## config.mk

```make
export PLATFORM = sky130hd
export DESIGN_NAME = fca_regs
export DESIGN_NICKNAME = d
export VERILOG_FILES = /design/src/sv/fca_pkg.sv /design/src/sv/fca_regs.sv
export SDC_FILE = /design/constraint.sdc
export NUM_CORES = 1
export LEC_CHECK = 0
export ABC_AREA = 1
export BUFFER_PORTS_ARGS = -buffer_cell sky130_fd_sc_hd__buf_4
export CAP_MARGIN = 15
export CELL_PAD_IN_SITES_DETAIL_PLACEMENT = 0
export CELL_PAD_IN_SITES_GLOBAL_PLACEMENT = 1
export CORE_MARGIN = 1.5
export CORE_UTILIZATION = 27
export DETAILED_ROUTE_END_ITERATION = 8
export HOLD_SLACK_MARGIN = 0.02
export PLACE_DENSITY = 0.81
export SLEW_MARGIN = 20
export SYNTH_ARGS = -nofsm -noshare
export SYNTH_HDL_FRONTEND = slang
export SYNTH_SLANG_ARGS = --single-unit
```

## constraint.sdc

```tcl
create_clock -name clk -period 2.7 [get_ports clk]
set_input_delay 0.54 -clock clk [delete_from_list [all_inputs] [get_ports clk]]
set_output_delay 0.54 -clock clk [all_outputs]
set_load 0.1 [all_outputs]
```

## src/sv/fca_pkg.sv

```systemverilog
// Shared constants, types and helpers of the frame cumulative average block.
package fca_pkg;

  localparam int DEF_MAX_WIDTH  = 1024;
  localparam int DEF_MAX_HEIGHT = 1024;
  localparam int DEF_COUNT_BITS = 16;

  localparam int CFG_BITS      = 11;
  localparam int PADDR_BITS    = 3;
  localparam int APB_DATA_BITS = 32;

  localparam int CH_BITS  = 8;
  localparam int NUM_CH   = 3;
  localparam int CH_RED   = 0;
  localparam int CH_GREEN = 1;
  localparam int CH_BLUE  = 2;

  // The quotient is one channel wide; the divider resolves two bits per stage.
  localparam int QUO_BITS      = CH_BITS;
  localparam int BITS_PER_STEP = 2;
  localparam int DIV_STAGES    = QUO_BITS / BITS_PER_STEP;
  // Stage 1 holds the store read, stage 2 the dividend, then the divider steps.
  localparam int LANE_STAGES   = DIV_STAGES + 1;

  typedef struct packed {
    logic [LANE_STAGES-1:0] load;
    logic                   wr_en;
  } fca_lane_ctl_t;

  function automatic int bits_for(int count);
    return (count > 1) ? $clog2(count) : 1;
  endfunction

endpackage

```

## src/sv/fca_regs.sv

```systemverilog
// APB configuration registers for frame size, with range clamping.
module fca_regs import fca_pkg::*; #(
  parameter int MAX_WIDTH  = DEF_MAX_WIDTH,
  parameter int MAX_HEIGHT = DEF_MAX_HEIGHT
) (
  input  logic                     clk,
  input  logic                     rst,
  input  logic                     psel,
  input  logic                     penable,
  input  logic                     pwrite,
  input  logic [PADDR_BITS-1:0]    paddr,
  input  logic [APB_DATA_BITS-1:0] pwdata,
  output logic [APB_DATA_BITS-1:0] prdata,
  output logic                     pready,
  output logic [CFG_BITS-1:0]      width_eff,
  output logic [CFG_BITS-1:0]      height_eff
);

  localparam logic [CFG_BITS-1:0] RESET_WIDTH  = CFG_BITS'(640);
  localparam logic [CFG_BITS-1:0] RESET_HEIGHT = CFG_BITS'(480);

  typedef enum logic [0:0] {
    REG_FRAME_WIDTH  = 1'b0,
    REG_FRAME_HEIGHT = 1'b1
  } reg_idx_t;

  logic [CFG_BITS-1:0] frame_width;
  logic [CFG_BITS-1:0] frame_height;
  reg_idx_t            reg_sel;
  logic                wr;

  assign pready  = 1'b1;
  assign reg_sel = reg_idx_t'(paddr[2]);
  assign wr      = psel && penable && pwrite;

  always_ff @(posedge clk) begin
    if (rst) begin
      frame_width  <= RESET_WIDTH;
      frame_height <= RESET_HEIGHT;
    end else if (wr) begin
      unique case (reg_sel)
        REG_FRAME_WIDTH:  frame_width  <= pwdata[CFG_BITS-1:0];
        REG_FRAME_HEIGHT: frame_height <= pwdata[CFG_BITS-1:0];
        default: ;
      endcase
    end
  end

  always_comb begin
    unique case (reg_sel)
      REG_FRAME_WIDTH:  prdata = APB_DATA_BITS'(frame_width);
      REG_FRAME_HEIGHT: prdata = APB_DATA_BITS'(frame_height);
      default:          prdata = '0;
    endcase
  end

  // A size of zero acts as one; a size above the store acts as the store limit.
  always_comb begin
    if (frame_width == '0) begin
      width_eff = CFG_BITS'(1);
    end else if (32'(frame_width) > MAX_WIDTH) begin
      width_eff = CFG_BITS'(MAX_WIDTH);
    end else begin
      width_eff = frame_width;
    end
    if (frame_height == '0) begin
      height_eff = CFG_BITS'(1);
    end else if (32'(frame_height) > MAX_HEIGHT) begin
      height_eff = CFG_BITS'(MAX_HEIGHT);
    end else begin
      height_eff = frame_height;
    end
  end

endmodule

```

==> flow_summary.ini <==
[routing]
drc = 0
wl_um = 3310
vias_per_cell = 4.20
dr.pass1.iters = 4
drt_iter0_drc = 46
wire_per_inst_um = 10.8
num_vias = 1288
antenna_left = 0

[logic_synthesis]
synth_cell_types = 17
netlist_top_cells_area = dfxtp_1 34%, nor2_1 18%, buf_4 13%
yosysTopAreaCell = dfxtp_1
ys_seq_area_share_pct = 33.7
ys_ff_latch = 22
avgSynthCellArea_sq_um = 6.24
syn_area_sq_um = 1310
synth_top_area_share_pct = 33.7
yosys_warnings = 0
synthCells = 209

[critical_path]
worstPathArrival_ps = 1740
crit_cells = 6
cp_slowest_cell = nor2_1
critical-path-top-delay-family = simple AND/OR/NAND/NOR gates
critPathCaptureType = output pin
cp_common_cell = nor2_1
timing.rr.start = frame_width[10]
worst-path-max-fanout = 8
r2r_cells = 2
worst_setup_path_start_kind = register
rrSetupSlack_ps = 2000
worst-path-buf-inv = 2
path_class = reg2out
crit_chain = inv_1 > nand3_1 > nor2_1 > nor2_1 > nor2_1 > buf_4
reg2reg_to = frame_width[10]
critPathMaxStageDelay_ps = 500
worstPathRequired_ps = 2160

[sta]
period_share_pct = 84.4
rsz0062_at_grt = false
hold_viol_final = 0
finalSetupViolations = 0
fmax_mhz = 439
max_slew_margin_pct = 56.3
tightest_slew_ps = 653
fin_crit_ps = 2280
finalMaxSlewViolations = 0
fin_skew_ps = 0

[clock_network]
cts_root_buffer = clkbuf_8
cts_sinks = 22
h-tree-depth = 1
cts_hold_buf = 0
post_cts_resized = 0
cts_tree = yes
clock_latency_ps = 260
cts.reportedPaths.clkPinSlew_ps = 80
cts_setup_buffers = 0
numCtsBuffers = 3
ctsLongestPathBuffers = 2

[finish]
mostFrequentLayoutCell = nor2_1
n_antenna_cell = 0
area_growth_pct = 28.3
final_nets = 294
fin_util_pct = 35.7
fill_cells = 525
final_cell_mix = 62 x nor2_1, 49 x buf_4, 30 x o21ai_0, 24 x inv_1
drive_gt1_share_pct = 23.3

[power_and_ir_drop]
pwr-share-clk_pct = 23.8
power_frac_seq_pct = 34.5
peakVddDrop_uv = 197
power_frac_comb_pct = 41.8
p_leak_nw = 0.872
switching_share_pct = 47.3
p_int_mw = 0.527
powerDensity_nw_per_um2 = 597
fin_total_pwr_mw = 1.00
power_switching_mw = 0.473

[global_routing]
grt_max_degree = 25
track_usage_pct = 12.7
grt_pass1_vias = 1094
gr-total-overflow = 0
antenna_found_initial = 0
grt_pass1_wl_um = 5130

[floorplanning]
design.die.area_sq_um = 5260
rows = 25
die_x_um = 72.5
fp.dieH_um = 72.5
core-area_sq_um = 4690
start_util_pct = 27.8
num_io_pins = 95

[worst_hold_path]
hold_path_class = in2reg
whs_endpoint = frame_width[7]
worst_hold_path.num_cells = 3
min-delay-start = pwdata[7]

[placement]
port_buffers = 49
place_congestion = 0.796
hpwl_um = 2640

[status]
run_status = finished clean

[job]
cap_violations = 0
[stage by stage]
step	cell area, sq um	setup slack, ps	instances	TNS, ps	hold slack (ps)
6_report	1670	422	307	0	503
5_1_grt	1670	238	307	0	516
4_1_cts	1670	406	307	0	500
3_5_place_dp	1620	710	303	0	518
3_3_place_gp	1620	731	303	0	508
2_1_floorplan	1380	-670	229	-6030	475
[state kept, by name (all words and copies together), names as in the netlist]
signal,count
frame_width,11
frame_height,11
[power groups by stage]
stage	registers [mW]	logic [mW]	clock network [mW]
2_1_floorplan	0.350	0.375	0
3_3_place_gp	0.352	0.418	0
3_5_place_dp	0.352	0.419	0
4_1_cts	0.344	0.419	0.241
5_1_grt	0.346	0.434	0.259
6_report	0.344	0.418	0.238
[Yosys cell counts]
library cell	count
a21oi_1	6
buf_2	1
buf_4	23
clkbuf_1	5
conb_1	2
dfxtp_1	22
inv_1	24
inv_2	2
nand2_1	19
nand3_1	4
nand3_2	1
nor2_1	62
nor2_2	2
nor2_4	1
nor3_1	1
o21ai_0	32
o21ai_1	2
[worst min-delay path: cells and delay by family]
kind | cells | cell delay [ps]
AOI/OAI and AO/OA | 2 | 110
buffers and inverters | 1 | 90
[metal layers]
layer / track usage [%] / up-vias / share of wire [%] / wire (um)
met5: 0 / - / 0 / 0
met4: 5.03 / 0 / 1.5 / 50
met3: 2.36 / 4 / 4.5 / 148
met2: 20.4 / 43 / 46 / 1530
met1: 16.8 / 551 / 48 / 1580
li1: - / 690 / - / -
[final cells by class]
cell class              instances  area [sq um]  share of cell area (%)
repair buffers                 49           368                    22.0
clock buffers                   4          55.1                    3.29
flip-flops and latches         22           440                    26.3
inverters                      26          97.6                    5.83
multi-input cells             152           646                    38.6
well taps                      54          67.6                    4.04
[worst max-delay path by stage]
stage                               from           end  slack [ps]
after detailed placement  frame_width[8]  width_eff[1]         710
final                     frame_width[8]  width_eff[9]         420
after global routing      frame_width[8]  width_eff[5]         240
after CTS                 frame_width[8]  width_eff[1]         410
after global placement    frame_width[8]  width_eff[2]         730
after floorplan                 paddr[2]     prdata[0]        -670
[kinds of logic (layout without fill, tap and decap cells)]
kind of cell	Yosys count	after routing	synth area share, %
buffers and inverters	55	79	22.5
DFF	22	22	33.7
other	2	22	0.575
and+or+nand+nor	90	90	27.8
AOI/OAI and AO/OA	40	40	15.3
(Power assumes the default switching activity.)
