==> config.mk <==
export PLATFORM = sky130hd
export DESIGN_NAME = fca_merge_flat
export DESIGN_NICKNAME = d
export VERILOG_FILES = /design/src/sv/fca_pkg.sv /design/src/sv/fca_avg_if.sv /design/src/sv/fca_merge.sv /design/src/flat_wrapper.sv
export SDC_FILE = /design/constraint.sdc
export NUM_CORES = 1
export LEC_CHECK = 0
export ABC_CLOCK_PERIOD_IN_PS = 1500
export BUFFER_PORTS_ARGS = -buffer_cell sky130_fd_sc_hd__buf_2
export CORE_MARGIN = 5
export CORE_UTILIZATION = 40
export CTS_CLUSTER_DIAMETER = 30
export DETAILED_ROUTE_END_ITERATION = 8
export GPL_TIMING_DRIVEN = 0
export MAX_ROUTING_LAYER = met4
export PLACE_DENSITY = 0.89
export SYNTH_ARGS = -nofsm -noshare
export SYNTH_HDL_FRONTEND = slang
export SYNTH_SLANG_ARGS = --single-unit
==> constraint.sdc <==
create_clock -name clk -period 1.5 [get_ports clk]
set_input_delay 0.15 -clock clk [delete_from_list [all_inputs] [get_ports clk]]
set_output_delay 0.15 -clock clk [all_outputs]
set_load 0.02 [all_outputs]
==> src/sv/fca_pkg.sv <==
// Shared constants, types and helpers of the frame cumulative average block.
package fca_pkg;

  localparam int DEF_MAX_WIDTH  = 1024;
  localparam int DEF_MAX_HEIGHT = 1024;
  localparam int DEF_COUNT_BITS = 16;

  localparam int CFG_BITS      = 11;
  localparam int PADDR_BITS    = 3;
  localparam int APB_DATA_BITS = 32;

  localparam int CH_BITS  = 8;
  localparam int NUM_CH   = 3;
  localparam int CH_RED   = 0;
  localparam int CH_GREEN = 1;
  localparam int CH_BLUE  = 2;

  // The quotient is one channel wide; the divider resolves two bits per stage.
  localparam int QUO_BITS      = CH_BITS;
  localparam int BITS_PER_STEP = 2;
  localparam int DIV_STAGES    = QUO_BITS / BITS_PER_STEP;
  // Stage 1 holds the store read, stage 2 the dividend, then the divider steps.
  localparam int LANE_STAGES   = DIV_STAGES + 1;

  typedef struct packed {
    logic [LANE_STAGES-1:0] load;
    logic                   wr_en;
  } fca_lane_ctl_t;

  function automatic int bits_for(int count);
    return (count > 1) ? $clog2(count) : 1;
  endfunction

endpackage

==> src/sv/fca_avg_if.sv <==
// Stream interface that carries one averaged pixel result per handshake.
interface fca_avg_if import fca_pkg::*; ();
  logic               valid;
  logic               ready;
  logic [CH_BITS-1:0] avg_red;
  logic [CH_BITS-1:0] avg_green;
  logic [CH_BITS-1:0] avg_blue;
  logic               frame_end;

  modport source (output valid, output avg_red, output avg_green, output avg_blue,
                  output frame_end, input ready);
  modport sink (input valid, input avg_red, input avg_green, input avg_blue,
                input frame_end, output ready);
endinterface

==> src/sv/fca_merge.sv <==
// Merge stage: joins the three lane results and the frame flag into the output register.
module fca_merge import fca_pkg::*; (
  input  logic                            clk,
  input  logic                            rst,
  input  fca_lane_ctl_t                   ctl,
  input  logic [NUM_CH-1:0][CH_BITS-1:0]  lane_result,
  input  logic                            frame_end,
  output logic                            merge_ready,
  fca_avg_if.source                       avg
);

  logic                           valid;
  logic [NUM_CH-1:0][CH_BITS-1:0] rgb;
  logic                           last;

  assign merge_ready = !valid || avg.ready;

  always_ff @(posedge clk) begin
    if (rst) begin
      valid <= 1'b0;
    end else if (merge_ready) begin
      valid <= ctl.wr_en;
    end
  end

  always_ff @(posedge clk) begin
    if (ctl.wr_en) begin
      rgb  <= lane_result;
      last <= frame_end;
    end
  end

  assign avg.valid     = valid;
  assign avg.avg_red   = rgb[CH_RED];
  assign avg.avg_green = rgb[CH_GREEN];
  assign avg.avg_blue  = rgb[CH_BLUE];
  assign avg.frame_end = last;

endmodule

==> src/flat_wrapper.sv <==
// flat-port wrapper written by rule: the top's interface ports become plain ports
module fca_merge_flat import fca_pkg::*;
  (clk, rst, ctl, lane_result, frame_end, merge_ready, avg_valid, avg_avg_red, avg_avg_green, avg_avg_blue, avg_frame_end, avg_ready);
  fca_avg_if avg_i ();
  input  logic clk;
  input  logic rst;
  input  fca_lane_ctl_t ctl;
  input  logic [NUM_CH-1:0][CH_BITS-1:0] lane_result;
  input  logic frame_end;
  output logic merge_ready;
  output wire logic [$bits(avg_i.valid)-1:0] avg_valid;
  output wire logic [$bits(avg_i.avg_red)-1:0] avg_avg_red;
  output wire logic [$bits(avg_i.avg_green)-1:0] avg_avg_green;
  output wire logic [$bits(avg_i.avg_blue)-1:0] avg_avg_blue;
  output wire logic [$bits(avg_i.frame_end)-1:0] avg_frame_end;
  input wire logic [$bits(avg_i.ready)-1:0] avg_ready;
  assign avg_valid = avg_i.valid;
  assign avg_avg_red = avg_i.avg_red;
  assign avg_avg_green = avg_i.avg_green;
  assign avg_avg_blue = avg_i.avg_blue;
  assign avg_frame_end = avg_i.frame_end;
  assign avg_i.ready = avg_ready;
  fca_merge u_core (.clk(clk), .rst(rst), .ctl(ctl), .lane_result(lane_result), .frame_end(frame_end), .merge_ready(merge_ready), .avg(avg_i));
endmodule
==> results of run 1 <==
## power breakdown
part / switching (W) / internal [W]
registers: 0.0000145 / 0.000857
logic: 0.000126 / 0.000102
clock network: 0.000181 / 0.0000969
total: 0.000322 / 0.00106
## cells by family (layout without fill, tap and decap cells)
kind of cell	after synthesis	count (layout)	share of synthesized area [%]
compound gates	1	1	1.10
buf+inv	1	82	0.471
flops	26	26	96.7
simple gates	1	1	1.73
## worst reg2reg max path, cell delays in order, from the launching register on
cell and delay (ns):
dfxtp_1 0.40, nand2b_4 0.07, a21oi_2 0.13
## area by class of cell
type                    instances  area, um^2  area share [%]
repair buffers                 77         495            36.6
multi-input cells               2        22.5            1.67
clock inverters                 1        3.75           0.278
flip-flops and latches         26         771            57.0
inverters                       1        3.75           0.278
well taps                      27        33.8            2.50
clock buffers                   3        22.5            1.67
## worst paths after layout
kind,end,slack (ns),depth (start not counted)
worst max-delay path,merge_ready,0.42,2
worst max register to register,u_core.avg.valid,0.85,2
worst min register to register,u_core.avg.valid,0.52,2
worst min-delay path,u_core.avg.avg_green[2],0.02,1
## sequential cells by signal, summed over array words and instances (netlist names)
register,flops
u_core.avg.avg_red,8
u_core.avg.avg_green,8
u_core.avg.frame_end,1
u_core.avg.valid,1
u_core.avg.avg_blue,8
## layout by cell type (no fill, tap or decap)
master          n
buf_2          55
edfxtp_1       25
dlygate4sd3_1  22
clkbuf_4        3
nand2b_4        1
inv_1           1
a21oi_2         1
clkinv_1        1
dfxtp_1         1
## metrics by stage
stage	hold WS [ns]	util (%)
4_1_cts	0.00202	59.4
2_1_floorplan	0.212	-
3_5_place_dp	0.315	57.6
3_3_place_gp	0.310	57.6
6_report	0.0155	70.4
5_1_grt	-0.00435	70.4
## routing by layer
layer / vias to the layer above / wire (um)
met5: - / 0
met4: 0 / 17
met3: 2 / 195
met2: 37 / 1040
met1: 259 / 738
li1: 275 / -
==> impl_metrics.env, run 1 <==
export IMPL_worstPathMaxFanout=2
export IMPL_yosys_warnings=0
export IMPL_hold_start="lane_result[10]"
export IMPL_route_vias_total=573
export IMPL_grt_total_usage_pct=11.2
export IMPL_initialDrtViolationCount=9
export IMPL_fin_ws_ns=0.420
export IMPL_critPathCaptureType="primary output"
export IMPL_cts_htree_levels=1
export IMPL_die_h_um=54.6
export IMPL_cts_buffers=3
export IMPL_hold_class="input pin to flop"
export IMPL_grt_pass1_vias=502
export IMPL_timing_rr_start="u_core.avg.valid"
export IMPL_ys_seq_area_share_pct=96.7
export IMPL_wl_per_cell_um=14.6
export IMPL_top_usage_layer="met2"
export IMPL_grt_max_degree=27
export IMPL_drc_errors=0
export IMPL_drv_slew=0
export IMPL_fin_tns_setup_ns=0
export IMPL_clk_path_buf_depth=2
export IMPL_synth_top_cells_by_count="edfxtp_1, a21oi_2, dfxtp_1, inv_1, nand2b_4"
export IMPL_crit_slowest_cell="dfxtp_1"
export IMPL_yosysTopAreaCell="edfxtp_1"
export IMPL_ir_drop_mv=0.921
export IMPL_required_ns=1.35
export IMPL_synth_most_common_cell="edfxtp_1"
export IMPL_crit_chain="nand2b_4 -> buf_2"
export IMPL_drt_first_pass_iters=4
export IMPL_path_delay_family="flip-flops"
export IMPL_cts_sinks=26
export IMPL_async_reset_ff_share_pct=0
export IMPL_vias_per_cell=4.18
export IMPL_gp_congestion=0.636
export IMPL_synth_area_um2=797
export IMPL_worst_setup_path_type="flop to primary output"
export IMPL_start_kind="flop"
export IMPL_slowest_delay_ns=0.40
export IMPL_row_count=16
export IMPL_min_period_ns=1.08
export IMPL_setup_viol=0
export IMPL_totalWireLength_um=2000
export IMPL_dp_cells=111
export IMPL_rsz0062_at_grt="false"
export IMPL_final_cells=137
export IMPL_p_leak_nw=0.591
export IMPL_tritoncts="done"
export IMPL_area_delta_synth_final_pct=69.7
export IMPL_place_area_um2=1110
export IMPL_fin_crit_sh_pct=72.0
export IMPL_dp_worst_setup_slack_ns=0.522
export IMPL_p_per_area_nw_per_um2=1020
export IMPL_synthesis_nets=63
export IMPL_ys_types=5
export IMPL_io_buffers=55
export IMPL_power_total_w=0.00138
export IMPL_max_freq_mhz=926
export IMPL_post_cts_buffers=0
export IMPL_grt_use_met2_pct=16.7
export IMPL_cp_arrival_ns=0.93
export IMPL_crit_path_start="u_core.avg.valid"
export IMPL_netlist_area_leader_share_pct=94.2
export IMPL_diodes=0
export IMPL_synth_edff_count=25
export IMPL_grt_pass1_wl_um=2140
export IMPL_clkTransAtPathRegs_ns=0.12
export IMPL_drive_above_1_share_pct=54.5
export IMPL_avgSynthCellArea_um2=27.5
export IMPL_grt_antenna_before_repair=0
export IMPL_grt_use_met1_pct=13.7
export IMPL_hold_viol=0
export IMPL_tightestPinTransition_ns=0.538
export IMPL_maxCapViolCount=0
export IMPL_start_util_pct=41.5
export IMPL_clock_latency_ns=0.30
export IMPL_dieWidth_um=54.6
export IMPL_finalInstanceArea_um2=1350
export IMPL_die_area_um2=2980
export IMPL_cp_buffers_inverters=1
export IMPL_io_pins=61
export IMPL_fill_cells=132
export IMPL_cts_resized_gates=0
export IMPL_postRouteAntennaNets=0
export IMPL_layout_nets=145
export IMPL_core_um2=1920
export IMPL_synth_area_top_cells="edfxtp_1, dfxtp_1, nand2b_4"
export IMPL_syn_inst=29
export IMPL_gr_total_overflow=0
export IMPL_status="finished, final reports clean"
export IMPL_fin_skew_ns=0
export IMPL_cts_root_buffer_cell="clkbuf_4"
export IMPL_ctsHoldBuffers=1
export IMPL_slew_headroom_pct=64.1
export IMPL_synth_main_ff_cell="edfxtp_1"
export IMPL_met3_usage_pct=3.00
export IMPL_ys_ff_latch=26
Note: power is estimated with default switching activity, not from simulation.
==> inputs of run 2 (changes only) <==
ABC_AREA = 1   (was default)
ABC_CLOCK_PERIOD_IN_PS = 1000   (was 1500)
CORE_UTILIZATION = 37   (was 40)
PLACE_DENSITY = 0.83   (was 0.89)
clock period = 1 ns   (was 1.5 ns; I/O delays follow)
==> impl_metrics.env, run 2 <==
export IMPL_layout_commonest_cell="buf_2"
export IMPL_slowest_delay_ns=0.45
export IMPL_yosys_warnings=0
export IMPL_syn_inst=30
export IMPL_area_delta_synth_final_pct=89.6
export IMPL_synth_top_cells_by_count="edfxtp_1, inv_1, a21oi_2, dfxtp_1, nand2_2"
export IMPL_crit_slowest_cell="edfxtp_1"
export IMPL_io_pins=61
export IMPL_postRouteAntennaNets=0
export IMPL_maxCapViolCount=0
export IMPL_hold_viol=0
export IMPL_async_reset_ff_share_pct=0
export IMPL_layout_nets=151
export IMPL_synth_xor_area_share_pct=0
export IMPL_fin_crit_sh_pct=101
export IMPL_grt_antenna_before_repair=0
export IMPL_wl_per_cell_um=16.2
export IMPL_io_buffers=55
export IMPL_rsz0062_at_grt="true"
export IMPL_synth_mux_area_share_pct=0
export IMPL_max_freq_mhz=993
export IMPL_dieWidth_um=56.3
export IMPL_hold_class="input pin to flop"
export IMPL_row_count=16
export IMPL_die_h_um=56.3
export IMPL_synthSimpleGateAreaFrac_pct=0.789
export IMPL_start_kind="flop"
export IMPL_min_period_ns=1.01
export IMPL_drc_errors=0
export IMPL_p_leak_nw=0.648
export IMPL_cts_sinks=26
export IMPL_clk_path_buf_depth=2
export IMPL_cts_root_buffer_cell="clkbuf_4"
export IMPL_status="complete, but fails checks"
export IMPL_required_ns=0.90
export IMPL_grt_max_degree=27
export IMPL_worstPathMaxFanout=1
export IMPL_totalWireLength_um=2310
export IMPL_synth_main_ff_cell="edfxtp_1"
export IMPL_drv_slew=0
export IMPL_synth_top_family_by_area="compound AO/OA/AOI/OAI gates"
export IMPL_grt_total_usage_pct=14.3
export IMPL_slew_headroom_pct=63.6
export IMPL_critPathCaptureType="primary output"
export IMPL_synthesis_nets=64
export IMPL_synth_fa_ha_area_share_pct=0
export IMPL_fin_skew_ns=0
export IMPL_fin_tns_setup_ns=-0.00776
export IMPL_start_util_pct=39.6
export IMPL_grt_pass1_vias=691
export IMPL_cp_arrival_ns=0.91
export IMPL_synth_area_top_cells="edfxtp_1, dfxtp_1, a21oi_2"
export IMPL_yosysTopAreaCell="edfxtp_1"
export IMPL_grt_pass1_wl_um=3320
export IMPL_gr_total_overflow=0
export IMPL_drive_above_1_share_pct=53.4
export IMPL_clkTransAtPathRegs_ns=0.12
export IMPL_ys_seq_area_share_pct=97.2
export IMPL_synth_compound_area_share_pct=1.10
export IMPL_dp_cells=112
export IMPL_tightestPinTransition_ns=0.546
export IMPL_tritoncts="done"
export IMPL_p_per_area_nw_per_um2=1450
export IMPL_avgSynthCellArea_um2=26.4
export IMPL_layout_common_cells="buf_2, dlygate4sd3_1, edfxtp_1, buf_6, clkbuf_4"
export IMPL_clock_latency_ns=0.30
export IMPL_cp_buffers_inverters=1
export IMPL_ys_ff_latch=26
export IMPL_synth_edff_count=25
export IMPL_path_delay_family="flip-flops"
export IMPL_drt_first_pass_iters=4
export IMPL_hpwl_um=1240
export IMPL_core_um2=2000
export IMPL_synth_most_common_cell="edfxtp_1"
export IMPL_fin_ws_ns=-0.00719
export IMPL_vias_per_cell=4.31
export IMPL_crit_chain="buf_6"
export IMPL_ys_types=5
export IMPL_cts_buffers=3
export IMPL_setup_viol=2
export IMPL_initialDrtViolationCount=21
export IMPL_synth_area_um2=793
export IMPL_route_vias_total=616
export IMPL_netlist_area_leader_share_pct=94.6
export IMPL_cts_htree_levels=1
export IMPL_violations="negative setup slack"
export IMPL_diodes=0
export IMPL_die_area_um2=3170
export IMPL_final_cells=143
export IMPL_gp_congestion=0.722
export IMPL_ir_drop_mv=0.859
export IMPL_worst_setup_path_type="flop to primary output"
[run 2: cell types whose count changed after synthesis]
| cell | previous run | this run |
|---|---|---|
| nand2b_4 | 1 | 0 |
| nand2_2 | 0 | 1 |
| inv_1 | 1 | 2 |
[run 2: stage by stage]
stage	utilization, %	cell area, um^2	setup slack, ns	hold slack [ns]	total power [W]
2_1_floorplan	-	793	0.228	0.162	0.00146
3_3_place_gp	55.1	1100	0.0876	0.259	0.00160
3_5_place_dp	55.1	1100	0.0654	0.266	0.00160
4_1_cts	69.4	1390	-0.00236	0.0227	0.00211
5_1_grt	75.1	1500	-0.0487	0.140	0.00228
6_report	75.1	1500	-0.00719	0.135	0.00219
[run 2: metal layers]
layer	GRT usage, %	up-vias	wire length [um]
li1	-	285	-
met1	14.1	291	910
met2	24.9	38	1200
met3	6.19	2	195
met4	5.08	0	4
met5	-	-	0
[run 2: what timing repair did]
action | in CTS | in global routing
pin swaps | 0 | 1
endpoints found under the hold margin | 26 | 0
setup buffers | 0 | 1
resized for setup | 1 | 34
hold buffers | 26 | 0
endpoints found under the setup margin | 2 | 21
[run 2: area by class of cell]
class	count	area [um^2]
inverter	2	7.51
fill	114	498
timing repair buffer	82	649
multi-input combinational	2	15.0
sequential	26	772
clock buffer	4	26.3
tap	27	33.8
[run 2: logic make-up after synthesis]
kind of cell,count (synthesis)
AND/OR/NAND/NOR,1
flip-flops,26
AO/OA/AOI/OAI,1
buffers and inverters,2
[run 2: final timing paths]
| path | start | cells after the start | slack (ns) | end |
|---|---|---|---|---|
| worst max-delay path | u_core.avg.avg_blue[2] | 1 | -0.007 | avg_avg_blue[2] |
| worst min-delay path | avg_ready | 5 | 0.13 | u_core.avg.valid |
| worst max register to register | u_core.avg.valid | 3 | 0.31 | u_core.avg.valid |
| worst min register to register | u_core.avg.valid | 3 | 0.57 | u_core.avg.valid |
[run 2: power breakdown]
| group | internal, W | total [W] | switching (W) | leakage [nW] |
|---|---|---|---|---|
| Clock | 0.000155 | 0.000437 | 0.000281 | 0.0150 |
| Sequential | 0.00129 | 0.00133 | 0.0000370 | 0.253 |
| Combinational | 0.000224 | 0.000423 | 0.000199 | 0.380 |
| Total | 0.00167 | 0.00219 | 0.000518 | 0.648 |
==> inputs of run 3 (changes only) <==
ABC_CLOCK_PERIOD_IN_PS = 800   (was 1000)
CORE_UTILIZATION = 34   (was 37)
CTS_CLUSTER_DIAMETER = default   (was 30)
PLACE_DENSITY = 0.81   (was 0.83)
clock period = 0.8 ns   (was 1 ns; I/O delays follow)
==> impl_metrics.env, run 3 (same netlist as run 2, synthesis figures left out) <==
export IMPL_status="complete, but fails checks"
export IMPL_violations="negative setup slack"
export IMPL_dieWidth_um=58.3
export IMPL_grt_max_degree=27
export IMPL_wl_met2_um=995
export IMPL_clk_path_buf_depth=2
export IMPL_wl_met3_um=310
export IMPL_layout_commonest_cell="buf_2"
export IMPL_slowest_delay_ns=0.43
export IMPL_p_int_w=0.00218
export IMPL_r2r_end="u_core.avg.valid"
export IMPL_hold_start="avg_ready"
export IMPL_cts_htree_levels=1
export IMPL_drt_met1_wl_um=765
export IMPL_io_buffers=55
export IMPL_required_ns=0.72
export IMPL_totalWireLength_um=2100
export IMPL_crit_chain="buf_6"
export IMPL_worstPathMaxFanout=1
export IMPL_row_count=17
export IMPL_start_kind="flop"
export IMPL_p_clk_share_pct=22.8
export IMPL_slew_headroom_pct=64.1
export IMPL_io_pins=61
export IMPL_hpwl_um=1200
export IMPL_drive_above_1_share_pct=54.3
export IMPL_fin_util_pct=69.1
export IMPL_worst_setup_path_type="flop to primary output"
export IMPL_cts_root_buffer_cell="clkbuf_4"
export IMPL_tightestPinTransition_ns=0.539
export IMPL_top_layer="met4"
export IMPL_die_area_um2=3400
export IMPL_grt_antenna_before_repair=0
export IMPL_min_to="u_core.avg.valid"
export IMPL_p_per_area_nw_per_um2=1850
export IMPL_p_leak_nw=0.658
export IMPL_final_cells=144
export IMPL_reg2reg_depth=3
export IMPL_clock_latency_ns=0.31
export IMPL_layout_nets=151
export IMPL_grt_pass1_wl_um=3160
export IMPL_cts_buffers=3
export IMPL_critPathCaptureType="primary output"
export IMPL_crit_slowest_cell="edfxtp_1"
export IMPL_power_total_w=0.00283
export IMPL_tritoncts="done"
export IMPL_core_um2=2210
export IMPL_swShare_pct=23.1
export IMPL_holdWs_ns=0.112
export IMPL_diodes=0
export IMPL_grt_pass1_vias=673
export IMPL_power_frac_comb_pct=18.8
export IMPL_gp_congestion=0.606
export IMPL_seq_power_share_pct=58.4
export IMPL_cp_buffers_inverters=1
export IMPL_initialDrtViolationCount=7
export IMPL_route_vias_total=607
export IMPL_path_delay_family="flip-flops"
export IMPL_clkTransAtPathRegs_ns=0.13
export IMPL_die_h_um=58.3
export IMPL_reg2reg_slack_ns=0.08
export IMPL_drv_slew=0
export IMPL_layout_common_cells="buf_2, dlygate4sd3_1, edfxtp_1, buf_6, clkbuf_4"
export IMPL_hold_class="input pin to flop"
export IMPL_power_switching_w=0.000652
export IMPL_timing_rr_start="u_core.avg.valid"
export IMPL_setup_viol=27
export IMPL_min_path_cells=5
export IMPL_start_util_pct=35.9
export IMPL_wl_per_cell_um=14.6
export IMPL_vias_per_cell=4.22
export IMPL_hold_viol=0
export IMPL_rsz0062_at_grt="true"
export IMPL_max_freq_mhz=1020
export IMPL_fin_ws_ns=-0.181
export IMPL_ir_drop_mv=1.58
export IMPL_gr_total_overflow=0
export IMPL_dp_cells=113
export IMPL_fin_crit_sh_pct=123
export IMPL_fin_skew_ns=0
export IMPL_cts_sinks=26
export IMPL_area_delta_synth_final_pct=92.6
export IMPL_drt_first_pass_iters=4
export IMPL_min_period_ns=0.981
export IMPL_grt_total_usage_pct=13.4
export IMPL_drc_errors=0
export IMPL_postRouteAntennaNets=0
export IMPL_maxCapViolCount=0
export IMPL_cp_arrival_ns=0.90
==> run 3: how the worst max path moves through the flow <==
stage	slack, ns	start	end	depth (start not counted)
6_report	-0.18	u_core.avg.avg_red[2]	avg_avg_red[2]	1
5_1_grt	-0.23	u_core.avg.avg_red[2]	avg_avg_red[2]	1
4_1_cts	-0.18	u_core.avg.avg_red[4]	avg_avg_red[4]	1
3_5_place_dp	-0.11	ctl[0]	u_core.avg.frame_end	1
3_3_place_gp	-0.09	ctl[0]	u_core.avg.avg_blue[5]	1
2_1_floorplan	0.03	u_core.avg.valid	u_core.avg.valid	2
==> run 3: per-layer routing <==
metal	global-route usage, %	vias to the layer above
li1	-	287
met4	5.96	0
met2	20.9	46
met5	-	-
met3	5.70	4
met1	15.1	270
==> run 3: layout make-up <==
type / instances / area, um^2
multi-input cells: 2 / 15.0
repair buffers: 82 / 662
inverters: 2 / 7.51
clock buffers: 4 / 36.3
fillers: 158 / 684
well taps: 28 / 35.0
flip-flops and latches: 26 / 772
==> run 3: per-stage QoR <==
step                setup slack [ns]  setup TNS, ns  area [um^2]
finish                        -0.181          -3.78         1530
global route                  -0.235          -5.29         1530
detailed placement            -0.111          -2.83         1100
floorplan                     0.0282              0          793
global placement             -0.0898          -2.25         1100
CTS                           -0.175          -3.94         1450
==> run 3: power by group through the flow <==
| stage | Sequential (W) | Clock (W) | Combinational, W |
|---|---|---|---|
| 2_1_floorplan | 0.00181 | 0 | 0.0000105 |
| 3_3_place_gp | 0.00166 | 0 | 0.000340 |
| 3_5_place_dp | 0.00166 | 0 | 0.000343 |
| 4_1_cts | 0.00164 | 0.000652 | 0.000468 |
| 5_1_grt | 0.00166 | 0.000740 | 0.000560 |
| 6_report | 0.00165 | 0.000644 | 0.000532 |
==> run 3: what timing repair did <==
item,CTS,global route
gates resized for setup,15,25
buffers inserted,0,1
setup endpoints to repair,27,27
pin swaps,1,1
hold buffers,26,0
gates cloned,0,0
hold endpoints to repair,26,0
