`config.mk`:
```
export PLATFORM = sky130hd
export DESIGN_NAME = fca_seq
export DESIGN_NICKNAME = d
export VERILOG_FILES = /design/src/sv/fca_pkg.sv /design/src/sv/fca_seq.sv
export SDC_FILE = /design/constraint.sdc
export NUM_CORES = 1
export LEC_CHECK = 0
export BUFFER_PORTS_ARGS = -buffer_cell sky130_fd_sc_hd__buf_4
export CAP_MARGIN = 20
export CORE_ASPECT_RATIO = 0.9
export CORE_UTILIZATION = 52
export DETAILED_ROUTE_END_ITERATION = 8
export HOLD_SLACK_MARGIN = 0.05
export PLACE_DENSITY = 0.76
export SYNTH_ARGS = -nofsm -noshare
export SYNTH_HDL_FRONTEND = slang
export SYNTH_SLANG_ARGS = --single-unit
export TNS_END_PERCENT = 20
```
`constraint.sdc`:
```
create_clock -name clk -period 4.2 [get_ports clk]
set_input_delay 0.42 -clock clk [delete_from_list [all_inputs] [get_ports clk]]
set_output_delay 0.42 -clock clk [all_outputs]
set_load 0.01 [all_outputs]
```
`src/sv/fca_pkg.sv`:
```
// Shared constants, types and helpers of the frame cumulative average block.
package fca_pkg;

  localparam int DEF_MAX_WIDTH  = 1024;
  localparam int DEF_MAX_HEIGHT = 1024;
  localparam int DEF_COUNT_BITS = 16;

  localparam int CFG_BITS      = 11;
  localparam int PADDR_BITS    = 3;
  localparam int APB_DATA_BITS = 32;

  localparam int CH_BITS  = 8;
  localparam int NUM_CH   = 3;
  localparam int CH_RED   = 0;
  localparam int CH_GREEN = 1;
  localparam int CH_BLUE  = 2;

  // The quotient is one channel wide; the divider resolves two bits per stage.
  localparam int QUO_BITS      = CH_BITS;
  localparam int BITS_PER_STEP = 2;
  localparam int DIV_STAGES    = QUO_BITS / BITS_PER_STEP;
  // Stage 1 holds the store read, stage 2 the dividend, then the divider steps.
  localparam int LANE_STAGES   = DIV_STAGES + 1;

  typedef struct packed {
    logic [LANE_STAGES-1:0] load;
    logic                   wr_en;
  } fca_lane_ctl_t;

  function automatic int bits_for(int count);
    return (count > 1) ? $clog2(count) : 1;
  endfunction

endpackage

```
`src/sv/fca_seq.sv`:
```
// Raster sequencer: position and frame count, store hazard check, pipeline control.
module fca_seq import fca_pkg::*; #(
  parameter int  MAX_WIDTH  = DEF_MAX_WIDTH,
  parameter int  MAX_HEIGHT = DEF_MAX_HEIGHT,
  parameter int  COUNT_BITS = DEF_COUNT_BITS,
  localparam int ADDR_BITS  = bits_for(MAX_WIDTH * MAX_HEIGHT)
) (
  input  logic                                 clk,
  input  logic                                 rst,
  input  logic [CFG_BITS-1:0]                  width,
  input  logic [CFG_BITS-1:0]                  height,
  input  logic                                 in_valid,
  output logic                                 in_ready,
  input  logic                                 merge_ready,
  output fca_lane_ctl_t                        ctl,
  output logic [ADDR_BITS-1:0]                 rd_addr,
  output logic [ADDR_BITS-1:0]                 wr_addr,
  output logic [COUNT_BITS-1:0]                count,
  output logic [DIV_STAGES-1:0][COUNT_BITS:0]  divisor,
  output logic                                 frame_end
);

  localparam int COL_BITS = bits_for(MAX_WIDTH);
  localparam int ROW_BITS = bits_for(MAX_HEIGHT);
  localparam int POS_BITS = ((COL_BITS > ROW_BITS) ? COL_BITS : ROW_BITS) + 1;
  localparam int CMPW     = (POS_BITS > CFG_BITS) ? POS_BITS : CFG_BITS;

  logic [COL_BITS-1:0]   col;
  logic [ROW_BITS-1:0]   row;
  logic [ADDR_BITS-1:0]  row_base;
  logic [ADDR_BITS-1:0]  addr_now;
  logic [COUNT_BITS-1:0] frames_seen;
  logic                  line_end;
  logic                  row_end;
  logic                  frame_last;
  logic                  hazard;
  logic                  accept;

  logic [LANE_STAGES:1]   stage_valid;
  logic [LANE_STAGES:1]   stage_last;
  logic [ADDR_BITS-1:0]   stage_addr [1:LANE_STAGES];
  logic [LANE_STAGES+1:1] rdy;
  logic [COUNT_BITS-1:0]  count1;
  logic [DIV_STAGES-1:0][COUNT_BITS:0] dvs;

  always_comb begin
    line_end   = (CMPW'(col) + CMPW'(1)) >= CMPW'(width);
    row_end    = (CMPW'(row) + CMPW'(1)) >= CMPW'(height);
    frame_last = line_end && row_end;
    addr_now   = row_base + ADDR_BITS'(col);
  end

  // An entry still in flight has not been written back yet, so the request waits.
  always_comb begin
    hazard = 1'b0;
    for (int k = 1; k <= LANE_STAGES; k++) begin
      if (stage_valid[k] && (stage_addr[k] == addr_now)) hazard = 1'b1;
    end
  end

  always_comb begin
    rdy[LANE_STAGES+1] = merge_ready;
    for (int k = LANE_STAGES; k >= 1; k--) begin
      rdy[k] = !stage_valid[k] || rdy[k+1];
    end
  end

  assign in_ready = rdy[1] && !hazard;
  assign accept   = in_valid && in_ready;

  always_comb begin
    ctl.load[0] = accept;
    for (int k = 2; k <= LANE_STAGES; k++) begin
      ctl.load[k-1] = rdy[k] && stage_valid[k-1];
    end
    ctl.wr_en = stage_valid[LANE_STAGES] && rdy[LANE_STAGES+1];
  end

  always_ff @(posedge clk) begin
    if (rst) begin
      col         <= '0;
      row         <= '0;
      row_base    <= '0;
      frames_seen <= '0;
      stage_valid <= '0;
    end else begin
      if (accept) begin
        if (line_end) begin
          col <= '0;
          if (row_end) begin
            row      <= '0;
            row_base <= '0;
          end else begin
            row      <= row + ROW_BITS'(1);
            row_base <= row_base + ADDR_BITS'(MAX_WIDTH);
          end
        end else begin
          col <= col + COL_BITS'(1);
        end
        if (frame_last && (frames_seen != '1)) frames_seen <= frames_seen + COUNT_BITS'(1);
      end
      for (int k = 1; k <= LANE_STAGES; k++) begin
        if (rdy[k]) begin
          if (k == 1) stage_valid[k] <= accept;
          else        stage_valid[k] <= stage_valid[k-1];
        end
      end
    end
  end

  always_ff @(posedge clk) begin
    if (ctl.load[0]) begin
      stage_addr[1] <= addr_now;
      stage_last[1] <= frame_last;
      count1        <= frames_seen;
    end
    for (int k = 2; k <= LANE_STAGES; k++) begin
      if (ctl.load[k-1]) begin
        stage_addr[k] <= stage_addr[k-1];
        stage_last[k] <= stage_last[k-1];
      end
    end
    if (ctl.load[1]) dvs[0] <= {1'b0, count1} + (COUNT_BITS+1)'(1);
    for (int j = 1; j < DIV_STAGES; j++) begin
      if (ctl.load[j+1]) dvs[j] <= dvs[j-1];
    end
  end

  assign rd_addr   = addr_now;
  assign wr_addr   = stage_addr[LANE_STAGES];
  assign count     = count1;
  assign divisor   = dvs;
  assign frame_end = stage_last[LANE_STAGES];

`ifndef SYNTHESIS
  a_distinct_in_flight: assert property (@(posedge clk) disable iff (rst)
    (stage_valid[1] && stage_valid[2]) |-> (stage_addr[1] != stage_addr[2]))
    else $error("two requests for the same store entry are in flight");

  a_last_stage_holds: assert property (@(posedge clk) disable iff (rst)
    (stage_valid[LANE_STAGES] && !rdy[LANE_STAGES+1]) |=>
    (stage_valid[LANE_STAGES] && $stable(stage_addr[LANE_STAGES])))
    else $error("last lane stage lost its entry while the merge stage was full");

  a_count_only_at_frame_end: assert property (@(posedge clk) disable iff (rst)
    (accept && !frame_last) |=> $stable(frames_seen))
    else $error("frame count moved inside a frame");

  a_wrap_at_frame_end: assert property (@(posedge clk) disable iff (rst)
    (accept && frame_last) |=> ((col == '0) && (row == '0) && (row_base == '0)))
    else $error("position did not return to the origin after the last pixel");
`endif

endmodule

```
==> flow_summary.ini, run 1 <==
[sta]
relSlewSlack_pct = 37.4
final_max_slew_viol_count = 0
clock.fmax_mhz = 247
hold_violations = 0
worst_slew_pin_slew_ns = 0.937
tns_ns = 0
hold_ws_ns = 0.225
finClkSkew_ns = 0.00806
finalSetupViolCount = 0
layout_worst_path_cycle_share_pct = 96.3
rsz0062_at_grt = no
fin_crit_ns = 4.04

[synthesis]
synth-async-reset-ratio_pct = 0
synth_seq_cells = 240
syn_avg_cell_area_um2 = 12.0
synth_top_area_share_pct = 49.3
synthesis.instances = 957
netlist-cell-type-count = 71
ys_top_cells_by_area = edfxtp_1 49%, dfxtp_1 8.9%, xnor2_1 6.0%
ys_warn_count = 0
mappedNetlistNets = 1011
synth_top_cell_by_area = edfxtp_1
synth.cell_area_mm2 = 0.0115
synth_edf_count = 189
synth_flop_cell = edfxtp_1
ys_seq_area_share_pct = 58.2

[pwr]
switching_power_uw = 1060
comb_power_share_pct = 4.3
p_int_uw = 3970
sw_frac_of_total_pct = 21.1
clkPwrFrac_pct = 43.1
power_uw = 5030
peakVddDrop_uv = 238
power_frac_seq_pct = 52.6
leakagePower_uw = 0.00519
cellPowerDensity_mw_per_mm2 = 369

[final_layout]
postLayoutCoreUtil_pct = 63.1
area_delta_synth_final_pct = 18.7
final_common_cell = edfxtp_1
final_cells = 1396
final_cell_mix = 189 x edfxtp_1, 187 x buf_4, 79 x xnor2_1
drive_gt1_share_pct = 22.3
fin_nets = 1141
diodes = 0

[critical_path]
crit_path_start = col[1]$_SDFFE_PP0P_
timing.rr.start = row[0]$_SDFFE_PP0P_
cpMostUsedCell = nand4_1
critPathLaunchType = flop
crit_chain = ha_1 > xnor2_1 > nand4_1 > a311oi_1 > nand4_1 > nor3_1 > nor4bb_4 > nor3b_4 > nand2_4 > inv_1 > buf_4
critPathSlowestCell = a311oi_1
r2r_setup_slack_ns = 0.52
path_buf_inv = 2
endpoint_kind = primary output
reg2regPathDepth = 12
critical_path.top_delay_family = simple AND/OR/NAND/NOR gates
cpPeakStageDelay_ns = 0.47
arrival_ns = 3.62
crit_required_ns = 3.78
cp.depth = 11
r2r-end = frames_seen[9]$_SDFFE_PP0P_
worstPathMaxFanout = 15
path_class = flop to primary output
setup.worst_path.end = ctl[1]

[routing]
wl_per_cell_um = 19.4
drc = 0
via_per_inst = 5.67
ant_nets = 0
totalWireLength_um = 27100
drt_iter0_drc = 705
vias = 7914
firstDrtPassIters = 8

[global_routing]
grt_pass1_vias = 7457
grt_max_degree = 52
grt-ovfl-total = 0
grt_usage_pct = 23.5
grt_antenna_before_repair = 0
grt_pass1_wl_um = 41500

[floorplan]
core-area_mm2 = 0.0216
io_pins = 158
die_h_um = 143
die-area_mm2 = 0.0227
start_util_pct = 53.2
num_rows = 51
die_w_um = 159

[cts]
clk_path_buf_depth = 3
path_clk_slew_ns = 0.06
cts-htree-levels = 1
cts.sinks = 240
cts_buffers = 25
clock_latency_ns = 0.53
cts_tree = done
cts-root-buf = clkbuf_16
postCtsSetupBuffers = 0

[placed_design]
port_buffers = 157
hpwl_um = 19700
dp_cells = 1351
gp_congestion = 0.918

[status]
status = complete, no violations

[hold_path]
hp-class = primary input to flop

[job]
cap_violations = 0
worst min path at each step:
stage,startpoint,to,slack [ns],depth (start not counted)
floorplan,stage_last[1]$_DFFE_PP_,stage_last[2]$_DFFE_PP_,0.40,0
global placement,stage_last[4]$_DFFE_PP_,stage_last[5]$_DFFE_PP_,0.41,0
detailed placement,stage_last[1]$_DFFE_PP_,stage_last[2]$_DFFE_PP_,0.40,0
CTS,merge_ready,stage_valid[5]$_SDFFE_PP0P_,0.22,4
global route,merge_ready,stage_valid[5]$_SDFFE_PP0P_,0.24,4
finish,merge_ready,stage_valid[5]$_SDFFE_PP0P_,0.23,4
worst reg2reg max path, stage by stage, from the launching register on:
cell       delay (ns)
dfxtp_1          0.41
ha_1             0.28
nand3_1          0.16
nor2_1           0.25
and3_1           0.28
xor2_1           0.11
ha_1             0.30
o2111ai_1        0.12
a21oi_1          0.36
o311a_1          0.33
nand3_4          0.25
or4_1            0.58
a21oi_1          0.16
per-stage QoR:
step	worst slack, ns	instance area, um^2
floorplan	0.297	11500
global placement	0.585	12800
detailed placement	0.431	12800
CTS	0.144	13600
global route	0.0336	13700
finish	0.156	13700
routing by layer:
metal	track usage [%]	part of all wire, %	vias up
li1	-	-	3731
met1	32.9	44	3784
met2	38.0	47	347
met5	0	0	-
met4	7.05	2.6	0
met3	3.43	7.2	52
state kept, by name (all words and copies together) (netlist names):
name and flops:
frames_seen 16, row 10, stage_valid 5, row_base 10, stage_addr 100, count 16
stage_last 5, col 10, divisor 68
kinds of logic after synthesis:
group	share of synthesized area, %
other	0.0326
adder cells (fa/ha/maj)	3.05
multiplexers	0.696
flip-flops	58.2
AND/OR/NAND/NOR	13.3
AO/OA/AOI/OAI	8.66
XOR/XNOR	10.8
buffers and inverters	5.27
power groups by stage:
| stage | registers, uW | clock network (uW) | logic [uW] |
|---|---|---|---|
| after floorplan | 2700 | 0 | 113 |
| after global placement | 2700 | 0 | 211 |
| after detailed placement | 2700 | 0 | 214 |
| after CTS | 2650 | 2200 | 216 |
| after global routing | 2650 | 2280 | 234 |
| final | 2650 | 2170 | 216 |
layout make-up:
type                            instances  area, um^2
Fill cell                            1653        7980
Sequential cell                       240        6700
Clock inverter                          8         109
Multi-Input combinational cell        599        4260
Clock buffer                           37         691
Timing Repair Buffer                  187        1400
Tap cell                              291         364
Inverter                               34         128
synth_stat cells, drive strengths merged (9+ instances only):
cell type  count
nand3b        10
ha            28
dfxtp         51
clkbuf        36
buf           48
nand2         45
or4            9
nand4         36
inv           34
nor4          10
or3            9
a21oi         61
nor2          47
o21ai         39
edfxtp       189
xor2          59
nand3         33
and3          16
xnor2         81
repair_timing:
action / in CTS / in global routing
hold buffers: 0 / 0
resized for setup: 0 / 5
setup endpoints to repair: 0 / 7
Note: power is estimated with default switching activity, not from simulation.
==> run 2: changes to the inputs <==
--- a/config.mk
+++ b/config.mk
@@ -10,6 +10,6 @@
 export CORE_ASPECT_RATIO = 0.9
-export CORE_UTILIZATION = 52
+export CORE_UTILIZATION = 55
 export DETAILED_ROUTE_END_ITERATION = 8
 export HOLD_SLACK_MARGIN = 0.05
-export PLACE_DENSITY = 0.76
+export PLACE_DENSITY = 0.77
 export SYNTH_ARGS = -nofsm -noshare
==> constraint.sdc (replaced) <==
create_clock -name clk -period 4.58 [get_ports clk]
set_input_delay 0.916 -clock clk [delete_from_list [all_inputs] [get_ports clk]]
set_output_delay 0.916 -clock clk [all_outputs]
set_load 0.01 [all_outputs]
==> flow_summary.ini, run 2 (same netlist as run 1, synthesis figures left out) <==
[sta]
hold_violations = 0
layout_worst_path_cycle_share_pct = 97.8
fin_crit_ns = 4.48
fin_ws_ns = 0.101
rsz0062_at_grt = no
finClkSkew_ns = 0.00849
relSlewSlack_pct = 40.1
tns_ns = 0
worst_slew_pin_slew_ns = 0.897
final_max_slew_viol_count = 0
finalSetupViolCount = 0
clock.fmax_mhz = 223

[cts]
path_clk_slew_ns = 0.06
cts_tree = done
clock_latency_ns = 0.53
postCtsSetupBuffers = 0
cts-root-buf = clkbuf_16
cts-htree-levels = 1
cts.sinks = 240
clk_path_buf_depth = 3
cts_buffers = 25

[placed_design]
place_ws_ns = 0.581
gp_congestion = 0.924
hpwl_um = 20000
port_buffers = 157

[pwr]
cellPowerDensity_mw_per_mm2 = 344
leakagePower_uw = 0.00517
peakVddDrop_uv = 290
power_uw = 4680

[routing]
totalWireLength_um = 28400
firstDrtPassIters = 6
drt_iter0_drc = 762
drc = 0
vias = 8107
via_per_inst = 5.99
wl_per_cell_um = 21.0
ant_nets = 0

[final_layout]
final_common_cell = edfxtp_1
fin_nets = 1134
final_cell_mix = 189 x edfxtp_1, 180 x buf_4, 79 x xnor2_1
area_delta_synth_final_pct = 18.2
largest_register_ff_count = 100
top_register = stage_addr
drive_gt1_share_pct = 22.4
diodes = 0

[job]
cap_violations = 0

[global_routing]
grt_usage_pct = 26.4
grt_pass1_vias = 7609
grt-ovfl-total = 0
grt_pass1_wl_um = 43500
grt_antenna_before_repair = 1
grt_max_degree = 52

[floorplan]
num_rows = 49
die_w_um = 154
core-area_mm2 = 0.0202
die-area_mm2 = 0.0215
start_util_pct = 56.8
die_h_um = 139
io_pins = 158

[critical_path]
endpoint_kind = primary output
reg2regPathDepth = 14
path_class = flop to primary output
critPathLaunchType = flop
crit_required_ns = 3.66
crit_path_start = row_base[11]$_SDFFE_PP0P_
setup.worst_path.end = ctl[1]
timing.rr.start = col[5]$_SDFFE_PP0P_
r2r_setup_slack_ns = 0.57
r2r-end = row[9]$_SDFFE_PP0P_
worstPathMaxFanout = 15
arrival_ns = 3.56

[status]
status = complete, no violations

[hold_path]
hp-class = flop to flop
-- run 2: area by class of cell --
type / count / area, um^2
fillers: 1504 / 6640
repair buffers: 180 / 1350
clock buffers: 30 / 676
flip-flops and latches: 240 / 6700
well taps: 255 / 319
inverters: 34 / 128
multi-input cells: 599 / 4270
clock inverters: 15 / 158
-- run 2: power by group --
| part | leakage [uW] | internal (uW) | switching [uW] | total [uW] |
|---|---|---|---|---|
| sequential | 0.00220 | 2390 | 41.7 | 2430 |
| clock | 0.000393 | 1180 | 865 | 2040 |
| combinational | 0.00258 | 88.7 | 110 | 198 |
-- run 2: what timing repair did --
item	4_1_cts	5_1_grt
resized for setup	0	6
setup endpoints to repair	0	2
hold buffers	0	0
-- run 2: through the flow --
| step | util [%] | area, um^2 | instances | hold slack, ns |
|---|---|---|---|---|
| floorplan | - | 11500 | 957 | 0.400 |
| global placement | 62.9 | 12700 | 1308 | 0.403 |
| detailed placement | 62.9 | 12700 | 1308 | 0.406 |
| CTS | 67.1 | 13600 | 1353 | 0.422 |
| global route | 67.2 | 13600 | 1353 | 0.438 |
| finish | 67.2 | 13600 | 1353 | 0.417 |
-- run 2: worst min path at each step --
stage / start / to / slack [ns] / depth (start not counted)
final: stage_last[3]$_DFFE_PP_ / stage_last[4]$_DFFE_PP_ / 0.42 / 0
after global routing: stage_last[4]$_DFFE_PP_ / stage_last[5]$_DFFE_PP_ / 0.44 / 0
after CTS: stage_last[3]$_DFFE_PP_ / stage_last[4]$_DFFE_PP_ / 0.42 / 0
after detailed placement: stage_last[3]$_DFFE_PP_ / stage_last[4]$_DFFE_PP_ / 0.41 / 0
after global placement: stage_last[1]$_DFFE_PP_ / stage_last[2]$_DFFE_PP_ / 0.40 / 0
after floorplan: stage_last[1]$_DFFE_PP_ / stage_last[2]$_DFFE_PP_ / 0.40 / 0
-- run 2: worst max-delay path, stage by stage, from the launching register on --
cell,delay (ns)
dfxtp_1,0.56
ha_2,0.40
and4_1,0.35
nand3_1,0.13
mux2i_1,0.17
mux2i_1,0.09
or4_1,0.56
o221a_4,0.35
nand2_4,0.17
inv_1,0.10
buf_4,0.15
-- run 2: layer usage --
layer	up-vias	share of wire (%)	track usage, %
li1	3717	-	-
met1	3997	44	37.6
met2	337	47	42.2
met3	56	7.1	4.16
met4	0	2.2	7.40
met5	-	0	0
==> run 3: changes to the inputs <==
- CELL_PAD_IN_SITES_DETAIL_PLACEMENT: not set -> 1
- CELL_PAD_IN_SITES_GLOBAL_PLACEMENT: not set -> 2
- CORE_UTILIZATION: 55 -> 42
- PLACE_DENSITY: 0.77 -> not set
- PLACE_DENSITY_LB_ADDON: not set -> 0.1
- clock period: 4.58 -> 5.6 ns (I/O delays scaled with it)
==> flow_summary.ini, run 3 (same netlist as run 1, synthesis figures left out) <==
[status]
status = complete, no violations

[sta]
worst_slew_pin_slew_ns = 0.879
layout_worst_path_cycle_share_pct = 90.1
finClkSkew_ns = 0.0159
finalSetupViolCount = 0
relSlewSlack_pct = 41.4
tns_ns = 0
rsz0062_at_grt = no
clock.fmax_mhz = 198
final_max_slew_viol_count = 0
hold_ws_ns = 0.423
hold_violations = 0
fin_crit_ns = 5.05

[critical_path]
r2r-end = frames_seen[9]$_SDFFE_PP0P_
timing.rr.start = col[4]$_SDFFE_PP0P_
critPathLaunchType = flop
reg2regPathDepth = 13
path_class = flop to primary output
endpoint_kind = primary output
r2r_setup_slack_ns = 1.00
crit_required_ns = 4.48
arrival_ns = 3.93
worstPathMaxFanout = 15

[floorplan]
die-area_mm2 = 0.0280
io_pins = 158
num_rows = 57
die_h_um = 159
core-area_mm2 = 0.0270
start_util_pct = 42.7
die_w_um = 176

[routing]
ant_nets = 0
wl_per_cell_um = 21.4
firstDrtPassIters = 5
highest-signal-layer = met4
wl_met2_um = 14100
wl_met3_um = 1440
drt_iter0_drc = 533
totalWireLength_um = 31100
vias = 7876
drt-met1-wl_um = 15000
drc = 0
via_per_inst = 5.43

[global_routing]
grt_pass1_wl_um = 47500
grt_usage_pct = 22.3
grt_antenna_before_repair = 0
grt_pass1_vias = 7823
grt_max_degree = 52
grt-ovfl-total = 0

[cts]
path_clk_slew_ns = 0.06
cts-htree-levels = 1
post_cts_resize_count = 0
clock_latency_ns = 0.55
postCtsSetupBuffers = 0
cts.sinks = 240
cts_hold_buf = 0
cts_tree = done
cts-root-buf = clkbuf_16
cts_buffers = 27
clk_path_buf_depth = 3

[final_layout]
final_common_cell = edfxtp_1
drive_gt1_share_pct = 21.8
top_register = stage_addr
diodes = 0
final_cells = 1451
fin_nets = 1130
final_cell_mix = 189 x edfxtp_1, 174 x buf_4, 79 x xnor2_1
largest_register_ff_count = 100
area_delta_synth_final_pct = 19.2

[job]
cap_violations = 0

[pwr]
power_frac_seq_pct = 50.7
comb_power_share_pct = 4.1
clkPwrFrac_pct = 45.2
switching_power_uw = 857
leakagePower_uw = 0.00518
cellPowerDensity_mw_per_mm2 = 286
sw_frac_of_total_pct = 21.8
p_int_uw = 3070
peakVddDrop_uv = 195

[hold_path]
min_path_cells = 0
holdCritStartpoint = stage_last[3]$_DFFE_PP_
whs_endpoint = stage_last[4]$_DFFE_PP_
hp-class = flop to flop

[placed_design]
dp_cells = 1401
hpwl_um = 22300
port_buffers = 157
gp_congestion = 0.836
[run 3: cell count changes in the layout (fill, tap and decap cells not counted), sizes merged]
cell / before / now
clkinvlp: 5 / 1
clkbuf: 30 / 37
clkinv: 6 / 8
buf: 180 / 174
[run 3: worst max path at each step]
stage,to,cells after the start,startpoint
finish,ctl[1],10,row_base[11]$_SDFFE_PP0P_
floorplan,ctl[2],4,merge_ready
CTS,ctl[1],10,row_base[11]$_SDFFE_PP0P_
global route,ctl[1],10,row_base[11]$_SDFFE_PP0P_
detailed placement,frames_seen[9]$_SDFFE_PP0P_,13,col[4]$_SDFFE_PP0P_
global placement,frames_seen[9]$_SDFFE_PP0P_,13,col[4]$_SDFFE_PP0P_
[run 3: area by class of cell]
type / count / area, um^2
well taps: 354 / 443
flip-flops and latches: 240 / 6700
clock inverters: 13 / 139
repair buffers: 174 / 1310
inverters: 34 / 128
fillers: 2842 / 13200
multi-input cells: 599 / 4240
clock buffers: 37 / 753
[run 3: power by group through the flow]
stage          registers (uW)  clock network [uW]  logic, uW
2_1_floorplan            2020                   0       84.5
3_3_place_gp             2030                   0        161
3_5_place_dp             2030                   0        162
4_1_cts                  1990                1810        163
5_1_grt                  2000                1870        175
6_report                 1990                1770        161
[run 3: metal layers]
layer	track usage, %	vias to the layer above
met5	0	-
met1	33.6	3917
met2	34.3	212
met4	4.70	0
met3	2.91	37
li1	-	3710
[run 3: per-stage QoR]
stage | utilization [%] | instance area [um^2] | worst slack, ns | power, uW
2_1_floorplan | - | 11500 | 0.888 | 2110
3_3_place_gp | 47.5 | 12800 | 1.22 | 2190
5_1_grt | 50.9 | 13700 | 0.434 | 4040
3_5_place_dp | 47.5 | 12800 | 0.993 | 2190
4_1_cts | 50.9 | 13700 | 0.609 | 3960
6_report | 50.9 | 13700 | 0.553 | 3920
[run 3: worst max-delay path, cell delays in order (launching register included)]
cell,delay (ns)
dfxtp_1,0.68
ha_1,0.46
and4_1,0.38
nand3_1,0.14
mux2i_1,0.17
mux2i_1,0.10
or4_1,0.61
o221a_4,0.37
nand2_4,0.18
inv_1,0.13
buf_4,0.16
